===== src/design/deq_pkg.sv =====
// ============================================================================
// Double-ended queue package
// Command and status codes and the controller-to-datapath command types.
// ============================================================================
package deq_pkg;

   localparam int DEFAULT_DEPTH = 16;

   localparam int CMD_W    = 3;
   localparam int WORD_W   = 32;
   localparam int STATUS_W = 2;

   localparam logic [CMD_W-1:0] CMD_PUSH_FRONT = 3'd0;
   localparam logic [CMD_W-1:0] CMD_PUSH_REAR  = 3'd1;
   localparam logic [CMD_W-1:0] CMD_POP_FRONT  = 3'd2;
   localparam logic [CMD_W-1:0] CMD_POP_REAR   = 3'd3;
   localparam logic [CMD_W-1:0] CMD_LIST       = 3'd4;

   localparam logic [STATUS_W-1:0] ST_OK    = 2'd0;
   localparam logic [STATUS_W-1:0] ST_EMPTY = 2'd1;
   localparam logic [STATUS_W-1:0] ST_FULL  = 2'd2;

   typedef enum logic [1:0] {
      RD_HEAD = 2'd0,
      RD_TAIL = 2'd1,
      RD_LIST = 2'd2
   } rd_sel_type;

   typedef struct packed {
      logic                wr_front;
      logic                wr_rear;
      logic                pop_front;
      logic                pop_rear;
      logic                rd_en;
      rd_sel_type          rd_sel;
      logic                idx_clr;
      logic                idx_inc;
      logic                out_load;
      logic                out_from_mem;
      logic [STATUS_W-1:0] out_status;
      logic                out_last;
   } deq_cmd_type;

   typedef struct packed {
      logic empty;
      logic full;
      logic list_last;
      logic out_free;
   } deq_stat_type;

endpackage


===== src/design/deq_if.sv =====
// ============================================================================
// Double-ended queue channel interfaces
// Valid/ready channels for command transactions and result transactions.
// ============================================================================
interface deq_req_if;
   import deq_pkg::*;

   logic              valid;
   logic              ready;
   logic [CMD_W-1:0]  command;
   logic [WORD_W-1:0] value;

   modport source (output valid, output command, output value, input ready);
   modport sink   (input valid, input command, input value, output ready);
endinterface

interface deq_rsp_if;
   import deq_pkg::*;

   logic                valid;
   logic                ready;
   logic [WORD_W-1:0]   word;
   logic [STATUS_W-1:0] status;
   logic                last;

   modport source (output valid, output word, output status, output last, input ready);
   modport sink   (input valid, input word, input status, input last, output ready);
endinterface


===== src/design/deq_ctrl.sv =====
// ============================================================================
// Double-ended queue controller
// Decodes command transactions and sequences pops and list readouts.
// ============================================================================
module deq_ctrl (
   input  logic                      clock,
   input  logic                      reset,
   input  logic                      req_valid,
   output logic                      req_ready,
   input  logic [deq_pkg::CMD_W-1:0] req_command,
   input  deq_pkg::deq_stat_type     stat,
   output deq_pkg::deq_cmd_type      cmd
);
   import deq_pkg::*;

   typedef enum logic [2:0] {
      S_IDLE = 3'b001,
      S_POP  = 3'b010,
      S_LIST = 3'b100
   } state_type;

   state_type state_ff;
   state_type state_in;

   always_ff @(posedge clock) begin
      if (reset) begin
         state_ff <= S_IDLE;
      end else begin
         state_ff <= state_in;
      end
   end

   always_comb begin
      state_in  = state_ff;
      req_ready = 1'b0;
      cmd       = '0;
      cmd.rd_sel = RD_HEAD;
      case (state_ff)
         S_IDLE: begin
            req_ready = stat.out_free;
            if (req_valid && stat.out_free) begin
               case (req_command) inside
                  CMD_PUSH_FRONT, CMD_PUSH_REAR: begin
                     cmd.out_load   = 1'b1;
                     cmd.out_last   = 1'b1;
                     cmd.out_status = stat.full ? ST_FULL : ST_OK;
                     cmd.wr_front   = !stat.full && (req_command == CMD_PUSH_FRONT);
                     cmd.wr_rear    = !stat.full && (req_command == CMD_PUSH_REAR);
                  end
                  CMD_POP_FRONT, CMD_POP_REAR: begin
                     if (stat.empty) begin
                        cmd.out_load   = 1'b1;
                        cmd.out_last   = 1'b1;
                        cmd.out_status = ST_EMPTY;
                     end else begin
                        cmd.rd_en = 1'b1;
                        if (req_command == CMD_POP_FRONT) begin
                           cmd.pop_front = 1'b1;
                           cmd.rd_sel    = RD_HEAD;
                        end else begin
                           cmd.pop_rear = 1'b1;
                           cmd.rd_sel   = RD_TAIL;
                        end
                        state_in = S_POP;
                     end
                  end
                  CMD_LIST: begin
                     if (stat.empty) begin
                        cmd.out_load   = 1'b1;
                        cmd.out_last   = 1'b1;
                        cmd.out_status = ST_EMPTY;
                     end else begin
                        cmd.rd_en   = 1'b1;
                        cmd.rd_sel  = RD_HEAD;
                        cmd.idx_clr = 1'b1;
                        state_in    = S_LIST;
                     end
                  end
                  default: begin
                  end
               endcase
            end
         end
         S_POP: begin
            if (stat.out_free) begin
               cmd.out_load     = 1'b1;
               cmd.out_from_mem = 1'b1;
               cmd.out_status   = ST_OK;
               cmd.out_last     = 1'b1;
               state_in         = S_IDLE;
            end
         end
         S_LIST: begin
            if (stat.out_free) begin
               cmd.out_load     = 1'b1;
               cmd.out_from_mem = 1'b1;
               cmd.out_status   = ST_OK;
               cmd.out_last     = stat.list_last;
               if (stat.list_last) begin
                  state_in = S_IDLE;
               end else begin
                  cmd.idx_inc = 1'b1;
                  cmd.rd_en   = 1'b1;
                  cmd.rd_sel  = RD_LIST;
               end
            end
         end
         default: begin
            state_in = S_IDLE;
         end
      endcase
   end

endmodule


===== src/design/deq_dpath.sv =====
// ============================================================================
// Double-ended queue datapath
// Ring buffer storage, head and count registers, and the result register.
// ============================================================================
module deq_dpath #(
   parameter int DEPTH = deq_pkg::DEFAULT_DEPTH
) (
   input  logic                         clock,
   input  logic                         reset,
   input  deq_pkg::deq_cmd_type         cmd,
   output deq_pkg::deq_stat_type        stat,
   input  logic [deq_pkg::WORD_W-1:0]   req_value,
   output logic                         rsp_valid,
   input  logic                         rsp_ready,
   output logic [deq_pkg::WORD_W-1:0]   rsp_word,
   output logic [deq_pkg::STATUS_W-1:0] rsp_status,
   output logic                         rsp_last
);
   import deq_pkg::*;

   localparam int IW = $clog2(DEPTH);
   localparam int CW = $clog2(DEPTH + 1);
   localparam logic [IW:0] DEPTH_W = (IW + 1)'(DEPTH);

   function automatic logic [IW-1:0] ring_add(input logic [IW-1:0] a, input logic [IW-1:0] b);
      logic [IW:0] s;
      s = {1'b0, a} + {1'b0, b};
      if (s >= DEPTH_W) begin
         s = s - DEPTH_W;
      end
      return s[IW-1:0];
   endfunction

   logic [WORD_W-1:0]   entry_mem_ff [DEPTH];
   logic [WORD_W-1:0]   rd_data_ff;
   logic [IW-1:0]       head_ff;
   logic [IW-1:0]       head_in;
   logic [CW-1:0]       count_ff;
   logic [CW-1:0]       count_in;
   logic [IW-1:0]       idx_ff;
   logic [IW-1:0]       idx_in;
   logic [IW-1:0]       head_dec;
   logic [IW-1:0]       tail_addr;
   logic [IW-1:0]       rear_addr;
   logic [IW-1:0]       wr_addr;
   logic [IW-1:0]       rd_addr;
   logic                rsp_valid_ff;
   logic [WORD_W-1:0]   rsp_word_ff;
   logic [STATUS_W-1:0] rsp_status_ff;
   logic                rsp_last_ff;

   assign head_dec  = (head_ff == '0) ? IW'(DEPTH - 1) : head_ff - IW'(1);
   assign tail_addr = ring_add(head_ff, count_ff[IW-1:0]);
   assign rear_addr = ring_add(head_ff, IW'(count_ff - CW'(1)));
   assign wr_addr   = cmd.wr_front ? head_dec : tail_addr;

   always_comb begin
      case (cmd.rd_sel)
         RD_HEAD: rd_addr = head_ff;
         RD_TAIL: rd_addr = rear_addr;
         RD_LIST: rd_addr = ring_add(head_ff, idx_ff + IW'(1));
         default: rd_addr = head_ff;
      endcase
   end

   always_ff @(posedge clock) begin
      if (cmd.wr_front || cmd.wr_rear) begin
         entry_mem_ff[wr_addr] <= req_value;
      end
   end

   always_ff @(posedge clock) begin
      if (cmd.rd_en) begin
         rd_data_ff <= entry_mem_ff[rd_addr];
      end
   end

   always_comb begin
      head_in  = head_ff;
      count_in = count_ff;
      if (cmd.wr_front) begin
         head_in  = head_dec;
         count_in = count_ff + CW'(1);
      end else if (cmd.wr_rear) begin
         count_in = count_ff + CW'(1);
      end else if (cmd.pop_front) begin
         head_in  = ring_add(head_ff, IW'(1));
         count_in = count_ff - CW'(1);
      end else if (cmd.pop_rear) begin
         count_in = count_ff - CW'(1);
      end
      idx_in = idx_ff;
      if (cmd.idx_clr) begin
         idx_in = '0;
      end else if (cmd.idx_inc) begin
         idx_in = idx_ff + IW'(1);
      end
   end

   always_ff @(posedge clock) begin
      if (reset) begin
         head_ff  <= '0;
         count_ff <= '0;
         idx_ff   <= '0;
      end else begin
         head_ff  <= head_in;
         count_ff <= count_in;
         idx_ff   <= idx_in;
      end
   end

   always_ff @(posedge clock) begin
      if (reset) begin
         rsp_valid_ff <= 1'b0;
      end else if (cmd.out_load) begin
         rsp_valid_ff <= 1'b1;
      end else if (rsp_ready) begin
         rsp_valid_ff <= 1'b0;
      end
   end

   always_ff @(posedge clock) begin
      if (cmd.out_load) begin
         rsp_word_ff   <= cmd.out_from_mem ? rd_data_ff : '0;
         rsp_status_ff <= cmd.out_status;
         rsp_last_ff   <= cmd.out_last;
      end
   end

   assign stat.empty     = (count_ff == '0);
   assign stat.full      = (count_ff == CW'(DEPTH));
   assign stat.list_last = ((CW'(idx_ff) + CW'(1)) == count_ff);
   assign stat.out_free  = !rsp_valid_ff || rsp_ready;

   assign rsp_valid  = rsp_valid_ff;
   assign rsp_word   = rsp_word_ff;
   assign rsp_status = rsp_status_ff;
   assign rsp_last   = rsp_last_ff;

endmodule


===== src/design/double_ended_queue_core.sv =====
// A push or refused command has its result registered in the cycle after acceptance;
// a pop loads the entry into the registered memory read, then into the result register.
// Throughput: one push per cycle while the result channel does not stall; a pop is done
// before the next command is taken; a list of N entries makes one memory read per entry.
// Reset: synchronous; the queue is emptied with head and count at zero, and the
// storage contents are left as they are.
// ============================================================================
// Double-ended queue core
// Bounded double-ended queue of 32-bit words with push, pop and list commands.
// ============================================================================
module double_ended_queue_core #(
   parameter int DEPTH = deq_pkg::DEFAULT_DEPTH
) (
   input  logic      clock,
   input  logic      reset,
   deq_req_if.sink   req_chan,
   deq_rsp_if.source rsp_chan
);
   import deq_pkg::*;

   deq_cmd_type  cmd;
   deq_stat_type stat;

   deq_ctrl u_ctrl (
      .clock       (clock),
      .reset       (reset),
      .req_valid   (req_chan.valid),
      .req_ready   (req_chan.ready),
      .req_command (req_chan.command),
      .stat        (stat),
      .cmd         (cmd)
   );

   deq_dpath #(
      .DEPTH (DEPTH)
   ) u_dpath (
      .clock      (clock),
      .reset      (reset),
      .cmd        (cmd),
      .stat       (stat),
      .req_value  (req_chan.value),
      .rsp_valid  (rsp_chan.valid),
      .rsp_ready  (rsp_chan.ready),
      .rsp_word   (rsp_chan.word),
      .rsp_status (rsp_chan.status),
      .rsp_last   (rsp_chan.last)
   );

endmodule


===== src/flat_wrapper.sv =====
// flat-port wrapper written by rule: the top's interface ports become plain ports
module double_ended_queue_core_flat import deq_pkg::*;
#(
   parameter int DEPTH = deq_pkg::DEFAULT_DEPTH
)
  (clock, reset, req_chan_valid, req_chan_command, req_chan_value, req_chan_ready, rsp_chan_valid, rsp_chan_word, rsp_chan_status, rsp_chan_last, rsp_chan_ready);
  deq_req_if req_chan_i ();
  deq_rsp_if rsp_chan_i ();
  input  logic clock;
  input  logic reset;
  input wire logic [$bits(req_chan_i.valid)-1:0] req_chan_valid;
  input wire logic [$bits(req_chan_i.command)-1:0] req_chan_command;
  input wire logic [$bits(req_chan_i.value)-1:0] req_chan_value;
  output wire logic [$bits(req_chan_i.ready)-1:0] req_chan_ready;
  output wire logic [$bits(rsp_chan_i.valid)-1:0] rsp_chan_valid;
  output wire logic [$bits(rsp_chan_i.word)-1:0] rsp_chan_word;
  output wire logic [$bits(rsp_chan_i.status)-1:0] rsp_chan_status;
  output wire logic [$bits(rsp_chan_i.last)-1:0] rsp_chan_last;
  input wire logic [$bits(rsp_chan_i.ready)-1:0] rsp_chan_ready;
  assign req_chan_i.valid = req_chan_valid;
  assign req_chan_i.command = req_chan_command;
  assign req_chan_i.value = req_chan_value;
  assign req_chan_ready = req_chan_i.ready;
  assign rsp_chan_valid = rsp_chan_i.valid;
  assign rsp_chan_word = rsp_chan_i.word;
  assign rsp_chan_status = rsp_chan_i.status;
  assign rsp_chan_last = rsp_chan_i.last;
  assign rsp_chan_i.ready = rsp_chan_ready;
  double_ended_queue_core #(.DEPTH(DEPTH)) u_core (.clock(clock), .reset(reset), .req_chan(req_chan_i), .rsp_chan(rsp_chan_i));
endmodule

===== config.mk =====
export PLATFORM = sky130hd
export DESIGN_NAME = double_ended_queue_core_flat
export DESIGN_NICKNAME = d
export VERILOG_FILES = /design/src/design/deq_pkg.sv /design/src/design/deq_if.sv /design/src/design/deq_ctrl.sv /design/src/design/deq_dpath.sv /design/src/design/double_ended_queue_core.sv /design/src/flat_wrapper.sv
export SDC_FILE = /design/constraint.sdc
export NUM_CORES = 1
export LEC_CHECK = 0
export BUFFER_PORTS_ARGS = -buffer_cell sky130_fd_sc_hd__buf_4
export CAP_MARGIN = 25
export CORE_UTILIZATION = 60
export CTS_CLUSTER_DIAMETER = 80
export DETAILED_ROUTE_END_ITERATION = 12
export PLACE_DENSITY = 0.77
export SLEW_MARGIN = 5
export SYNTH_ARGS = -nofsm -noshare
export SYNTH_HDL_FRONTEND = slang
export SYNTH_SLANG_ARGS = --single-unit

===== constraint.sdc =====
create_clock -name clock -period 7.8 [get_ports clock]
set_input_delay 1.17 -clock clock [delete_from_list [all_inputs] [get_ports clock]]
set_output_delay 1.17 -clock clock [all_outputs]
set_load 0.05 [all_outputs]

==> impl_metrics.ini <==
[clock_tree]
cts_tree = done
cts_buffers = 58
clock_path_buffers = 3
cts.clk_slew.worst_paths_ps = 60
cts-root-buf = clkbuf_16
cts.sinks = 596
cts_setup_buffers = 0
ctsResizeCount = 0
clock_latency_ps = 580
hold_buffers = 0
htree_levels = 2

[sta]
fin_setup_tns_ps = 0
maxSlewViolCount = 0
final_hold_viol_count = 0
timing.fmax_mhz = 183
finClkSkew_ps = 18.2
slew_headroom_pct = 33.4
min_period_ps = 5470
setup_slack_ps = 2330
setup_viol = 0
rsz0062_at_grt = false
min_period_over_period_pct = 70.2
tightestPinTransition_ps = 997

[setup_path]
worstPathMaxFanout = 64
max_stage_delay_ps = 690
cp_slowest_cell = mux2_8
path_class = flip-flop to flip-flop
crit_required_ps = 8090
critPathLaunchType = flip-flop
cp-end-kind = flip-flop
crit_arrival_ps = 5770
crit_chain = ha_1 > xor2_1 > a211oi_1 > a31oi_2 > ha_1 > mux2i_1 > ha_1 > inv_1 > fa_1 > mux2_8 > buf_12 > mux4_2 > mux2i_1 > mux2i_1

[synthesis]
syn_area_um2 = 23500
ys_ff_latch = 596
avgSynthCellArea_um2 = 21.3
synth_edf_count = 579
ys.flop_type = edfxtp_1
synth_cell_type_count = 57
syn_nets = 1158
postSynthCellCount = 1104
synth_async_sr_flop_share_pct = 0
yosysWarnings = 0
ys_seq_area_share_pct = 75.4

[detailed_routing]
first_pass_iters = 7
wire_per_inst_um = 26.6
wl_um = 47300
drt_iter0_drc = 1014
drtAntennaViolNets = 0
via_per_inst = 6.17
num_vias = 11000
drc = 0

[global_routing]
grt_pass1_wl_um = 69300
grt_overflow = 0
met2_usage_pct = 42.3
antenna_found_initial = 1
grt_usage_pct = 24.4
grt_pass1_vias = 11300
grt_max_degree = 129
use_met3_pct = 4.57
grt_use_met1_pct = 32.1
grt.busiest_layer = met2

[power_and_ir_drop]
ir_drop_v = 0.000191
power.total_mw = 7.16
cellPowerDensity_nw_per_um2 = 269
p_leak_nw = 8.80
p_seq_share_pct = 51.2
pwr-share-clk_pct = 36.5
p_sw_mw = 1.70
p_sw_share_pct = 23.7
internal_power_mw = 5.46
share_comb_of_total_power_pct = 12.3

[min_path]
worstHoldPathType = flip-flop to flip-flop

[finish]
final_cell_area_um2 = 26600
antenna_cells = 0
layout.cells.non_filler = 1779
drive_gt1_share_pct = 27.7
seq_area_um2 = 17700
multi_input_area_um2 = 5590
area_growth_pct = 13.1
nets = 1267
fill_cells = 2337

[outcome]
status = finished, final reports clean

[flow_run]
maxCapViolCount = 0

[die]
die_y_um = 200
rows = 72
coreArea_um2 = 38600
initial_core_util_pct = 60.8
pin_count = 76
dieArea_um2 = 40000
die_w_um = 200

[placed_design]
pre_cts_slack_ps = 1910
place_area_um2 = 24800
place.gp.congestion = 0.791
dp_hpwl_um = 23400
numPlacedInstances = 1671
portBuffers = 75
-- metrics by stage --
step	util, %	hold slack (ps)
finish	68.8	517
detailed placement	64.2	502
CTS	68.8	522
global placement	64.1	502
floorplan	-	488
global route	68.8	537
-- routing by layer --
| layer | vias to the layer above | routed length (um) |
|---|---|---|
| li1 | 4730 | - |
| met1 | 5735 | 18600 |
| met2 | 425 | 24500 |
| met3 | 83 | 3140 |
| met4 | 2 | 1030 |
| met5 | - | 13 |
-- sequential cells by signal (all words and copies together), names as in the netlist --
signal and flops:
u_core.u_ctrl.state_ff 3, u_core.u_dpath.rsp_valid 1, u_core.u_dpath.rd_data_ff 32, u_core.u_dpath.count_ff 5, u_core.u_dpath.rsp_last 1, u_core.u_dpath.entry_mem_ff 512, u_core.u_dpath.idx_ff 4, u_core.u_dpath.rsp_status 2
u_core.u_dpath.head_ff 4, u_core.u_dpath.rsp_word 32
-- power groups by stage --
stage	Sequential [mW]	Clock, mW	Combinational (mW)
floorplan	3.80	0	0.556
global route	3.67	2.77	0.948
detailed placement	3.73	0	0.883
CTS	3.67	2.64	0.891
finish	3.67	2.61	0.883
global placement	3.73	0	0.860
-- placed cells by master, fill, tap and decap left out, types with 13 or more instances in the layout --
| master | instances |
|---|---|
| nor2_1 | 23 |
| clkinv_1 | 20 |
| buf_4 | 97 |
| dfxtp_1 | 17 |
| nor2_4 | 16 |
| mux2i_1 | 103 |
| ha_1 | 13 |
| clkbuf_16 | 59 |
| and2_1 | 35 |
| nand2_1 | 13 |
| mux4_2 | 128 |
| edfxtp_1 | 579 |
-- cell families (layout without fill, tap and decap cells) --
logic type | count (synthesis) | count (layout) | share of synthesized area, %
AO/OA/AOI/OAI | 42 | 42 | 1.25
buffers and inverters | 63 | 220 | 1.61
AND/OR/NAND/NOR | 128 | 128 | 3.00
adder cells (fa/ha/maj) | 16 | 16 | 0.905
multiplexers | 236 | 236 | 16.9
flip-flops | 596 | 596 | 75.4
XOR/XNOR | 23 | 23 | 0.921
-- layout make-up --
cell class	instances	area share, %
multi-input cells	445	21.0
inverters	12	0.169
clock inverters	40	1.01
flip-flops and latches	596	66.7
repair buffers	100	2.97
clock buffers	68	5.68
well taps	518	2.44
-- worst max-delay path: cells and delay by family, from the launching register on --
| family | cells | cell delay, ps |
|---|---|---|
| XOR/XNOR | 1 | 170 |
| flip-flops | 1 | 430 |
| AO/OA/AOI/OAI | 2 | 840 |
| multiplexers | 5 | 1790 |
| buffers and inverters | 2 | 490 |
| adder cells (fa/ha/maj) | 4 | 1390 |
-- final timing paths --
check / to / depth (start not counted) / from / slack (ps)
hold / removal: u_core.u_dpath.rsp_word[9] / 1 / u_core.u_dpath.rd_data_ff[9] / 520
setup / recovery: u_core.u_dpath.rd_data_ff[20] / 14 / u_core.u_dpath.idx_ff[0] / 2330
setup reg to reg: u_core.u_dpath.rd_data_ff[20] / 14 / u_core.u_dpath.idx_ff[0] / 2330
hold reg to reg: u_core.u_dpath.rsp_word[9] / 1 / u_core.u_dpath.rd_data_ff[9] / 520
-- cell usage after synthesis (3+ instances only) --
library cell	n	area [um2]
a21oi_1	10	50.1
nor3_1	6	30.0
edfxtp_1	579	17400
xnor2_1	10	87.6
nand2b_1	7	43.8
nand2_1	14	52.6
o21ai_0	6	30.0
inv_1	12	45.0
dfxtp_1	17	340
mux2i_1	104	1040
clkbuf_1	12	45.0
nand3_1	5	25.0
nor2_1	39	146
and2_1	35	219
a31oi_1	3	18.8
xor2_1	11	96.3
a211oi_1	4	30.0
o21bai_1	4	30.0
mux4_2	128	2880
nand4_1	3	18.8
ha_1	13	163
buf_2	9	45.0
buf_6	17	191
buf_1	12	45.0
mux2_2	3	33.8
No activity file was read; power rests on OpenSTA's default activity.
